<file path="src/hw/rtl/bsgd_pkg.sv">
package bsgd_pkg;

  localparam int FRAC_BITS      = 20;
  localparam int RES_BITS       = 24;
  localparam int SUM_BITS       = 48;
  localparam int CNT_BITS       = 32;
  localparam int MEAN_BITS      = 23;
  localparam int RATE_BITS      = 20;
  localparam int DECAY_BITS     = 16;
  localparam int CFG_DATA_BITS  = 23;
  localparam int CFG_INDEX_BITS = 2;

  localparam logic [2:0] MODE_TRAIN       = 3'd0;
  localparam logic [2:0] MODE_SCORE_TRAIN = 3'd1;
  localparam logic [2:0] MODE_SCORE_PROBE = 3'd2;
  localparam logic [2:0] MODE_SNAPSHOT    = 3'd3;
  localparam logic [2:0] MODE_END_EPOCH   = 3'd4;
  localparam logic [2:0] MODE_RESTORE     = 3'd5;
  localparam logic [2:0] MODE_CLEAR       = 3'd6;

  localparam logic [CFG_INDEX_BITS-1:0] CFG_MEAN_RATING     = 2'd0;
  localparam logic [CFG_INDEX_BITS-1:0] CFG_LEARN_RATE_INIT = 2'd1;
  localparam logic [CFG_INDEX_BITS-1:0] CFG_REG_WEIGHT      = 2'd2;
  localparam logic [CFG_INDEX_BITS-1:0] CFG_RATE_DECAY      = 2'd3;

  localparam logic [MEAN_BITS-1:0]  MEAN_RATING_RESET     = 23'd3778338;
  localparam logic [RATE_BITS-1:0]  LEARN_RATE_INIT_RESET = 20'd11639;
  localparam logic [RATE_BITS-1:0]  REG_WEIGHT_RESET      = 20'd47186;
  localparam logic [DECAY_BITS-1:0] RATE_DECAY_RESET      = 16'd58982;

  typedef enum logic [1:0] {
    SWEEP_CLEAR,
    SWEEP_SAVE,
    SWEEP_RESTORE
  } sweep_op_t;

  typedef struct packed {
    logic [2:0]  mode;
    logic [15:0] user_index;
    logic [14:0] item_index;
    logic [3:0]  rating;
  } in_word_t;

  typedef struct packed {
    logic signed [RES_BITS-1:0] residual;
    logic [SUM_BITS-1:0]        train_sse;
    logic [SUM_BITS-1:0]        probe_sse;
    logic [CNT_BITS-1:0]        train_count;
    logic [CNT_BITS-1:0]        probe_count;
  } out_word_t;

  typedef struct packed {
    logic      load;
    logic      resid;
    logic      mul;
    logic      fin;
    logic      sweep_init;
    logic      sweep_run;
    sweep_op_t sweep_op;
  } ctrl_cmd_t;

  typedef struct packed {
    logic [2:0] mode;
    logic       saved_valid;
    logic       sweep_last;
  } dp_status_t;

endpackage

</file>
<file path="src/hw/rtl/bsgd_ctrl.sv">
module bsgd_ctrl (
  input  logic                 clk,
  input  logic                 rst,
  input  logic                 in_valid,
  output logic                 in_ready,
  input  logic [2:0]           in_mode,
  input  logic                 out_ready,
  output logic                 out_valid,
  output bsgd_pkg::ctrl_cmd_t  cmd,
  input  bsgd_pkg::dp_status_t status
);
  import bsgd_pkg::*;

  typedef enum logic [2:0] {
    S_IDLE,
    S_READ,
    S_RESID,
    S_MUL,
    S_FIN,
    S_SWEEP
  } state_t;

  state_t state;
  logic   out_free;
  logic   need_sweep;

  assign out_free   = !out_valid || out_ready;
  assign need_sweep = status.mode == MODE_SNAPSHOT || status.mode == MODE_CLEAR ||
                      (status.mode == MODE_RESTORE && status.saved_valid);
  assign in_ready   = state == S_IDLE;

  always_comb begin
    cmd.load       = state == S_IDLE && in_valid;
    cmd.resid      = state == S_RESID;
    cmd.mul        = state == S_MUL;
    cmd.fin        = state == S_FIN && out_free;
    cmd.sweep_init = cmd.fin && need_sweep;
    cmd.sweep_run  = state == S_SWEEP;
    priority if (status.mode == MODE_SNAPSHOT) begin
      cmd.sweep_op = SWEEP_SAVE;
    end else if (status.mode == MODE_RESTORE) begin
      cmd.sweep_op = SWEEP_RESTORE;
    end else begin
      cmd.sweep_op = SWEEP_CLEAR;
    end
  end

  always_ff @(posedge clk) begin
    if (rst) begin
      state     <= S_SWEEP;
      out_valid <= 1'b0;
    end else begin
      unique case (state)
        S_IDLE: begin
          if (in_valid) begin
            state <= (in_mode <= MODE_SCORE_PROBE) ? S_READ : S_FIN;
          end
        end
        S_READ:  state <= S_RESID;
        S_RESID: state <= S_MUL;
        S_MUL:   state <= S_FIN;
        S_FIN: begin
          if (out_free) begin
            state <= need_sweep ? S_SWEEP : S_IDLE;
          end
        end
        S_SWEEP: begin
          if (status.sweep_last) begin
            state <= S_IDLE;
          end
        end
        default: state <= S_IDLE;
      endcase
      if (cmd.fin) begin
        out_valid <= 1'b1;
      end else if (out_ready) begin
        out_valid <= 1'b0;
      end
    end
  end

`ifndef SYNTHESIS
  a_fin_free: assert property (@(posedge clk) disable iff (rst)
    cmd.fin |-> (!out_valid || out_ready))
    else $error("result overwritten before taken");
  a_sweep_end: assert property (@(posedge clk) disable iff (rst)
    (state == S_SWEEP && status.sweep_last) |=> (state == S_IDLE))
    else $error("sweep did not end");
  a_one_cmd: assert property (@(posedge clk) disable iff (rst)
    $onehot0({cmd.load, cmd.resid, cmd.mul, cmd.fin, cmd.sweep_run}))
    else $error("conflicting datapath commands");
`endif

endmodule

</file>
<file path="config.mk">
export PLATFORM = sky130hd
export DESIGN_NAME = bsgd_ctrl
export DESIGN_NICKNAME = d
export VERILOG_FILES = /design/src/hw/rtl/bsgd_pkg.sv /design/src/hw/rtl/bsgd_ctrl.sv
export SDC_FILE = /design/constraint.sdc
export NUM_CORES = 1
export LEC_CHECK = 0
export BUFFER_PORTS_ARGS = -buffer_cell sky130_fd_sc_hd__buf_2
export CORE_AREA = 5 5 42 44
export CTS_CLUSTER_SIZE = 40
export DETAILED_ROUTE_END_ITERATION = 12
export DIE_AREA = 0 0 47 49
export PLACE_DENSITY = 0.57
export SKIP_LAST_GASP = 1
export SLEW_MARGIN = 20
export SYNTH_ARGS = -nofsm -noshare
export SYNTH_HDL_FRONTEND = slang
export SYNTH_SLANG_ARGS = --single-unit
</file>
<file path="constraint.sdc">
create_clock -name clk -period 1.55 [get_ports clk]
set_input_delay 0.0775 -clock clk [delete_from_list [all_inputs] [get_ports clk]]
set_output_delay 0.0775 -clock clk [all_outputs]
set_load 0.02 [all_outputs]
</file>
Yosys cells after proc, flatten, opt, wreduce, memory -nomap -nowiden

Cells that the tools add are included.

Output and inout port bits: 10
Logic and storage cells: 35
Register bits: 4
Bits of input ports: 12

Multiplexer cells: 10
$lt $le $gt $ge: 1
Reductions and logical operators: 11
Equality and inequality tests: 11

Operator list:

| cell                                                                              | count |
|---|---|
| 3-bit case mux with 6 select lines                                                | 1 |
| 3-bit two-way mux                                                                 | 5 |
| 3-bit equality test (second input constant)                                       | 4 |
| 3-bit by 2-bit equality test with 1-bit output (second input constant)            | 3 |
| 1-bit logical AND                                                                 | 4 |
| 2-bit two-way mux                                                                 | 2 |
| 2-bit inequality test (second input constant)                                     | 2 |
| 3-bit by 1-bit equality test with 1-bit output (second input constant)            | 1 |
| 3-bit by 2-bit less-or-equal comparator with 1-bit output (second input constant) | 1 |
| 3-bit zero test                                                                   | 1 |
| 1-bit logical OR                                                                  | 3 |
| 3-bit AND reduction                                                               | 1 |
| 1-bit two-way mux                                                                 | 2 |
| 2-bit by 1-bit inequality test with 1-bit output (second input constant)          | 1 |
| 2-bit nonzero test                                                                | 1 |
| 1-bit zero test                                                                   | 1 |

Depth between registers and ports, before layout

Gate-level depths: netlist (run 1).

Depth in word-level cells: 6
Mapped depth: 5

Worst setup path before layout (run 1)

OpenSTA, ideal clock, no wires.

Path kind: register -> register
Start: reg state[1]
End: reg state[2]
Arrival: 1.359 ns
Setup slack: 0.112 ns
Clock period less this slack: 1.438 ns
Stages on the path, launching flop included: 6
Path buffers: 1
Setup time: 0.079 ns
Cell sequence: dfxtp_1 -> buf_2 -> nor3_1 -> nor2b_1 -> o31ai_1 -> o211ai_1

Longest elaborated chain between the ends: 3
Elaborated cells on any way between the ends: 11
Classes of those cells: 8 x eq/ne; 1 x mux; 2 x reduce/logical

RTL lines:

| item                            | line            | text |
|---|---|---|
| start: declaration              | bsgd_ctrl.sv:23 | `state_t state;` |
| start signal: assignment        | bsgd_ctrl.sv:56 | `state <= (in_mode <= MODE_SCORE_PROBE) ? S_READ : S_FIN;` |
| start signal: assignment        | bsgd_ctrl.sv:64 | `state <= need_sweep ? S_SWEEP : S_IDLE;` |
| 3-bit zero test (*)             | n/a             |  |
| named net in_ready              | bsgd_ctrl.sv:5  | `output logic in_ready,` |
| 2-bit inequality test (no line) | n/a             |  |
| 3-bit AND reduction (no line)   | n/a             |  |

Mark *: on every way through the listed nets, which the timed path passes. The rest lies on a longest branch.
A chain may end at the register's enable or synchronous reset.

==> results of run 1 <==
==> flip-flops by register name, indices dropped and copies added, names as in the netlist <==
name       cells
out_valid      1
state          3
==> worst register-to-register path, stage by stage (launching register included) <==
cell,delay (ns)
dfxtp_1,0.30
or3b_4,0.40
a311oi_2,0.23
buf_4,0.16
o31ai_1,0.06
o211ai_1,0.09
==> worst max path at each step <==
| stage | end | depth (start not counted) | slack [ns] |
|---|---|---|---|
| final | cmd[3] | 4 | 0.004 |
| after global routing | cmd[3] | 4 | -0.1 |
| after CTS | cmd[3] | 4 | 0.007 |
| after detailed placement | cmd[3] | 4 | 0.12 |
| after global placement | cmd[3] | 4 | 0.13 |
| after floorplan | state[2] | 5 | 0.11 |
==> where the power goes <==
part	switching (mW)	internal, mW
sequential	0.00604	0.116
combinational	0.0931	0.0840
clock	0.0485	0.0870
total	0.148	0.287
==> cells in the final DEF, fill, tap and decap left out, types with 2 or more instances in the layout <==
| cell | n |
|---|---|
| dfxtp_1 | 4 |
| buf_4 | 5 |
| clkbuf_4 | 3 |
| nor2_1 | 4 |
| nand2b_1 | 2 |
| nand2_1 | 3 |
| a21oi_1 | 4 |
| buf_2 | 20 |
| nor2b_1 | 2 |
| nor3_1 | 3 |
==> area by class of cell <==
type / count / area, um2 / share of cell area
clock buffers: 3 / 22.5 / 0.0470
inverters: 1 / 3.75 / 0.00783
multi-input cells: 32 / 204 / 0.426
well taps: 16 / 20.0 / 0.0418
flip-flops and latches: 4 / 80.1 / 0.167
repair buffers: 26 / 149 / 0.311
==> stage by stage <==
stage / setup TNS, ns / setup WS, ns
floorplan: 0 / 0.112
finish: 0 / 0.00404
global route: -0.0960 / -0.0960
CTS: 0 / 0.00664
global placement: 0 / 0.133
detailed placement: 0 / 0.122
==> timing repair <==
item                       CTS  global route
hold endpoints to repair     0             0
resized for setup            3             0
setup buffers                2             0
setup endpoints to repair    1             1
pin swaps                    3             0
==> logic make-up after synthesis <==
logic type,after synthesis
and+or+nand+nor,21
AOI/OAI and AO/OA,10
DFF,4
buffers and inverters,3
xor gates and xnor gates,1
==> metal layers <==
| layer | share of wire | global-route usage | up-vias | routed length, um |
|---|---|---|---|---|
| met5 | 0 | 0 | - | 0 |
| met4 | 0.027 | 0.0553 | 0 | 24 |
| met3 | 0.11 | 0.0406 | 3 | 97 |
| met2 | 0.44 | 0.120 | 19 | 386 |
| met1 | 0.42 | 0.110 | 163 | 366 |
| li1 | - | - | 193 | - |
==> results.json, run 1 <==
{
  "timing.critical_path.buf_inv": 1,
  "drcViolationCount": 0,
  "firstDrtPassIters": 4,
  "hold_depth": 2,
  "final_cells": 82,
  "r2r_setup_slack_ns": 0.22,
  "wl_per_cell_um": 10.7,
  "postCtsHoldBufs": 0,
  "syn_nets": 51,
  "grt_max_degree": 8,
  "worstPathRequired_ns": 1.47,
  "rsz0062_at_grt": "yes",
  "vias_per_cell": 4.61,
  "tightest_slew_ns": 0.256,
  "drive_gt1_frac": 0.500,
  "slew_headroom": 0.828,
  "r2r_end": "state[2]",
  "routed_wirelength_um": 874,
  "overflow": 0,
  "dr_total_vias": 378,
  "hold_end": "out_valid",
  "status": "finished, final reports clean",
  "nNetsFinal": 80,
  "syn_area_per_cell_um2": 7.60,
  "async_flop_share": 0,
  "nFillCells": 167,
  "arrival_ns": 1.47,
  "setup_viol": 0,
  "fmax_mhz": 647,
  "synthAdderAreaFrac": 0,
  "placementRows": 14,
  "cts_buffers": 3,
  "stdcell_area_um2": 479,
  "synth_compound_area_frac": 0.232,
  "core_um2": 1400,
  "fin_crit_sh": 0.997,
  "ys_seq_elements": 4,
  "die_h_um": 49,
  "synth_xor_area_frac": 0.0295,
  "slew_viol_final": 0,
  "yosysSeqAreaShare": 0.270,
  "cts.path.max_buffers": 2,
  "synthToLayoutAreaGrowth_pct": 61.6,
  "routabilityCongestion": 0.763,
  "whs_ns": 0.0319,
  "reg2reg_from": "state[0]",
  "ys_dominant_reg_cell": "dfxtp_1",
  "critPathMaxFanout": 2,
  "slowest_stage": "or3b_4",
  "grt.total_usage": 0.0887,
  "min_path_type": "in -> reg",
  "cp_top_family": "simple AND/OR/NAND/NOR gates",
  "clkTransAtPathRegs_ns": 0.04,
  "period_needed_ns": 1.55,
  "ys_top_cells_by_area": "dfxtp_1, a21oi_1, nor3_1",
  "cp_slowest_stage_delay_ns": 0.40,
  "ant_nets": 0,
  "p_leak_nw": 0.244,
  "cts_tree": "done",
  "end_kind": "output pin",
  "drt-initial-drc-count": 3,
  "dp.cells": 77,
  "antenna_found_initial": 0,
  "total_power_uw": 435,
  "p_per_area_nw_per_um2": 908,
  "hpwl_um": 669,
  "fin_util": 0.342,
  "fp.dieW_um": 47,
  "hold_path_startpoint": "rst",
  "n_antenna_cell": 0,
  "synth.top_cell.area_share": 0.270,
  "clk_latency_ns": 0.24,
  "root_buffer": "clkbuf_4",
  "grt_pass1_wl_um": 1490,
  "drv_cap": 0,
  "grt_pass1_vias": 382,
  "htreeDepth": 1,
  "synth_edf_count": 0,
  "yosys.area_share.simple": 0.422,
  "port-buffer-count": 21,
  "worst-setup-path-type": "reg -> out",
  "crit_chain": "or3b_4 -> a311oi_2 -> and2_4 -> buf_6",
  "yosys_warnings": 0,
  "report.final.hold_viol_count": 0,
  "cp-startpoint": "state[0]",
  "start_util": 0.212,
  "reg2reg_depth": 5,
  "die_area_um2": 2300,
  "syn-instance-count": 39,
  "dpl_cell_area_um2": 434,
  "cts_num_sinks": 4,
  "netlist.top_cell.by_area": "dfxtp_1",
  "synth_common_cells": "a21oi_1, dfxtp_1, nor2_1, nand2_1, nor3_1",
  "vdd_drop_max_v": 0.000536,
  "yosysUniqueCellTypes": 23,
  "start_kind": "flip-flop",
  "synthMuxAreaShare": 0,
  "mappedNetlistArea_um2": 297,
  "synth_top_family_by_area": "simple AND/OR/NAND/NOR gates",
  "skew_ns": 0.00215,
  "io_pins": 22
}
No activity file was read; power rests on OpenSTA's default activity.
==> inputs of run 2 (changes only) <==
- CORE_AREA: 5 5 42 44 -> 2 2 39 41
- DIE_AREA: 0 0 47 49 -> 0 0 41 43
- clock period: 1.55 -> 1.81 ns (I/O delays scaled with it)
==> results.json, run 2 (synthesis gave the netlist of run 1 again) <==
{
  "placementRows": 14,
  "grt.total_usage": 0.0963,
  "cts_buffers": 3,
  "routabilityCongestion": 0.729,
  "power.internal_uw": 230,
  "p_leak_nw": 0.223,
  "grt_max_degree": 9,
  "hpwl_um": 596,
  "grt_pass1_wl_um": 1100,
  "top_usage_layer": "met2",
  "dpl_cell_area_um2": 412,
  "die_area_um2": 1760,
  "vdd_drop_max_v": 0.000264,
  "worst-setup-path-type": "reg -> out",
  "use_met2": 0.125,
  "end_kind": "output pin",
  "drcViolationCount": 0,
  "core_um2": 1380,
  "htreeDepth": 1,
  "final_cells": 78,
  "critPathMaxFanout": 8,
  "final_common_cell": "buf_2",
  "slew_viol_final": 0,
  "cts_num_sinks": 4,
  "firstDrtPassIters": 4,
  "ant_nets": 0,
  "final_cell_mix": "buf_2, nor2_1, a21oi_1",
  "setup_tns_ns": 0,
  "die_h_um": 43,
  "fp.dieW_um": 41,
  "overflow": 0,
  "synthToLayoutAreaGrowth_pct": 49.4,
  "power_frac_comb": 0.335,
  "clock_power_share": 0.327,
  "start_kind": "flip-flop",
  "tightest_slew_ns": 0.267,
  "report.final.hold_viol_count": 0,
  "skew_ns": 0.00227,
  "wl_per_cell_um": 9.85,
  "dr_total_vias": 346,
  "slew_headroom": 0.822,
  "period_needed_ns": 1.74,
  "stdcell_area_um2": 443,
  "setup_viol": 0,
  "drv_cap": 0,
  "largest_register_ffs": 3,
  "total_power_uw": 350,
  "grt_use_met3": 0.0157,
  "clk_latency_ns": 0.24,
  "p_per_area_nw_per_um2": 791,
  "arrival_ns": 1.65,
  "cts_tree": "done",
  "status": "finished, final reports clean",
  "clkTransAtPathRegs_ns": 0.04,
  "root_buffer": "clkbuf_4",
  "top_regs": "state: 3 flops, out_valid: 1 flops",
  "drt-initial-drc-count": 7,
  "grt_pass1_vias": 296,
  "switching_share": 0.345,
  "dp.cells": 74,
  "switchingPower_uw": 121,
  "min_path_type": "in -> reg",
  "use_met1": 0.112,
  "io_pins": 22,
  "n_antenna_cell": 0,
  "antenna_found_initial": 0,
  "drive_gt1_frac": 0.484,
  "rsz0062_at_grt": "no",
  "routed_wirelength_um": 768,
  "nNetsFinal": 76,
  "fin_crit_sh": 0.961,
  "largest-register": "state",
  "fmax_mhz": 575,
  "cts.path.max_buffers": 2,
  "postCtsHoldBufs": 0,
  "start_util": 0.214,
  "seqPwrFrac": 0.338,
  "vias_per_cell": 4.44,
  "worstPathRequired_ns": 1.72,
  "port-buffer-count": 21
}
-- run 2: cell count changes in the layout (fill, tap and decap cells not counted), sizes merged --
cell  before  now
buf       26   22
-- run 2: path summary, 6_finish.rpt --
path              cells past startpoint  startpoint   endpoint  slack [ns]
hold reg to reg                       1    state[2]   state[1]        0.49
setup / recovery                      4    state[1]     cmd[3]        0.07
hold / removal                        2         rst  out_valid        0.05
setup reg to reg                      5    state[1]   state[2]        0.33
-- run 2: metal layers --
metal / vias up / routed length [um]
met5: - / 0
met4: 0 / 0
met3: 0 / 86
met2: 19 / 339
met1: 141 / 342
li1: 186 / -
-- run 2: cell type report --
class	count	area, um2
multi-input cells	32	203
well taps	16	20.0
flip-flops and latches	4	81.3
inverters	1	3.75
clock buffers	3	22.5
fillers	159	941
repair buffers	22	113
-- run 2: what timing repair did --
item	CTS	global route
resized for setup	1	0
endpoints found under the setup margin	1	1
pin swaps	0	1
setup buffers	0	1
-- run 2: power by group through the flow --
stage	clock network (mW)	logic, mW	registers [mW]
6_report	0.115	0.117	0.118
5_1_grt	0.123	0.128	0.121
3_5_place_dp	0	0.116	0.119
3_3_place_gp	0	0.116	0.118
2_1_floorplan	0	0.0860	0.110
4_1_cts	0.119	0.116	0.118
-- run 2: critical path, cell delays in order (launching register included) --
cell	delay (ns)
dfxtp_1	0.38
or3b_4	0.45
a311oi_2	0.25
and2_2	0.18
buf_2	0.15
-- run 2: through the flow --
stage,hold WS [ns],setup slack (ns),util
finish,0.0482,0.0708,0.320
global route,0.0560,0.0133,0.320
CTS,0.0407,0.0156,0.315
detailed placement,0.292,0.231,0.297
global placement,0.302,0.242,0.297
floorplan,0.160,0.367,-
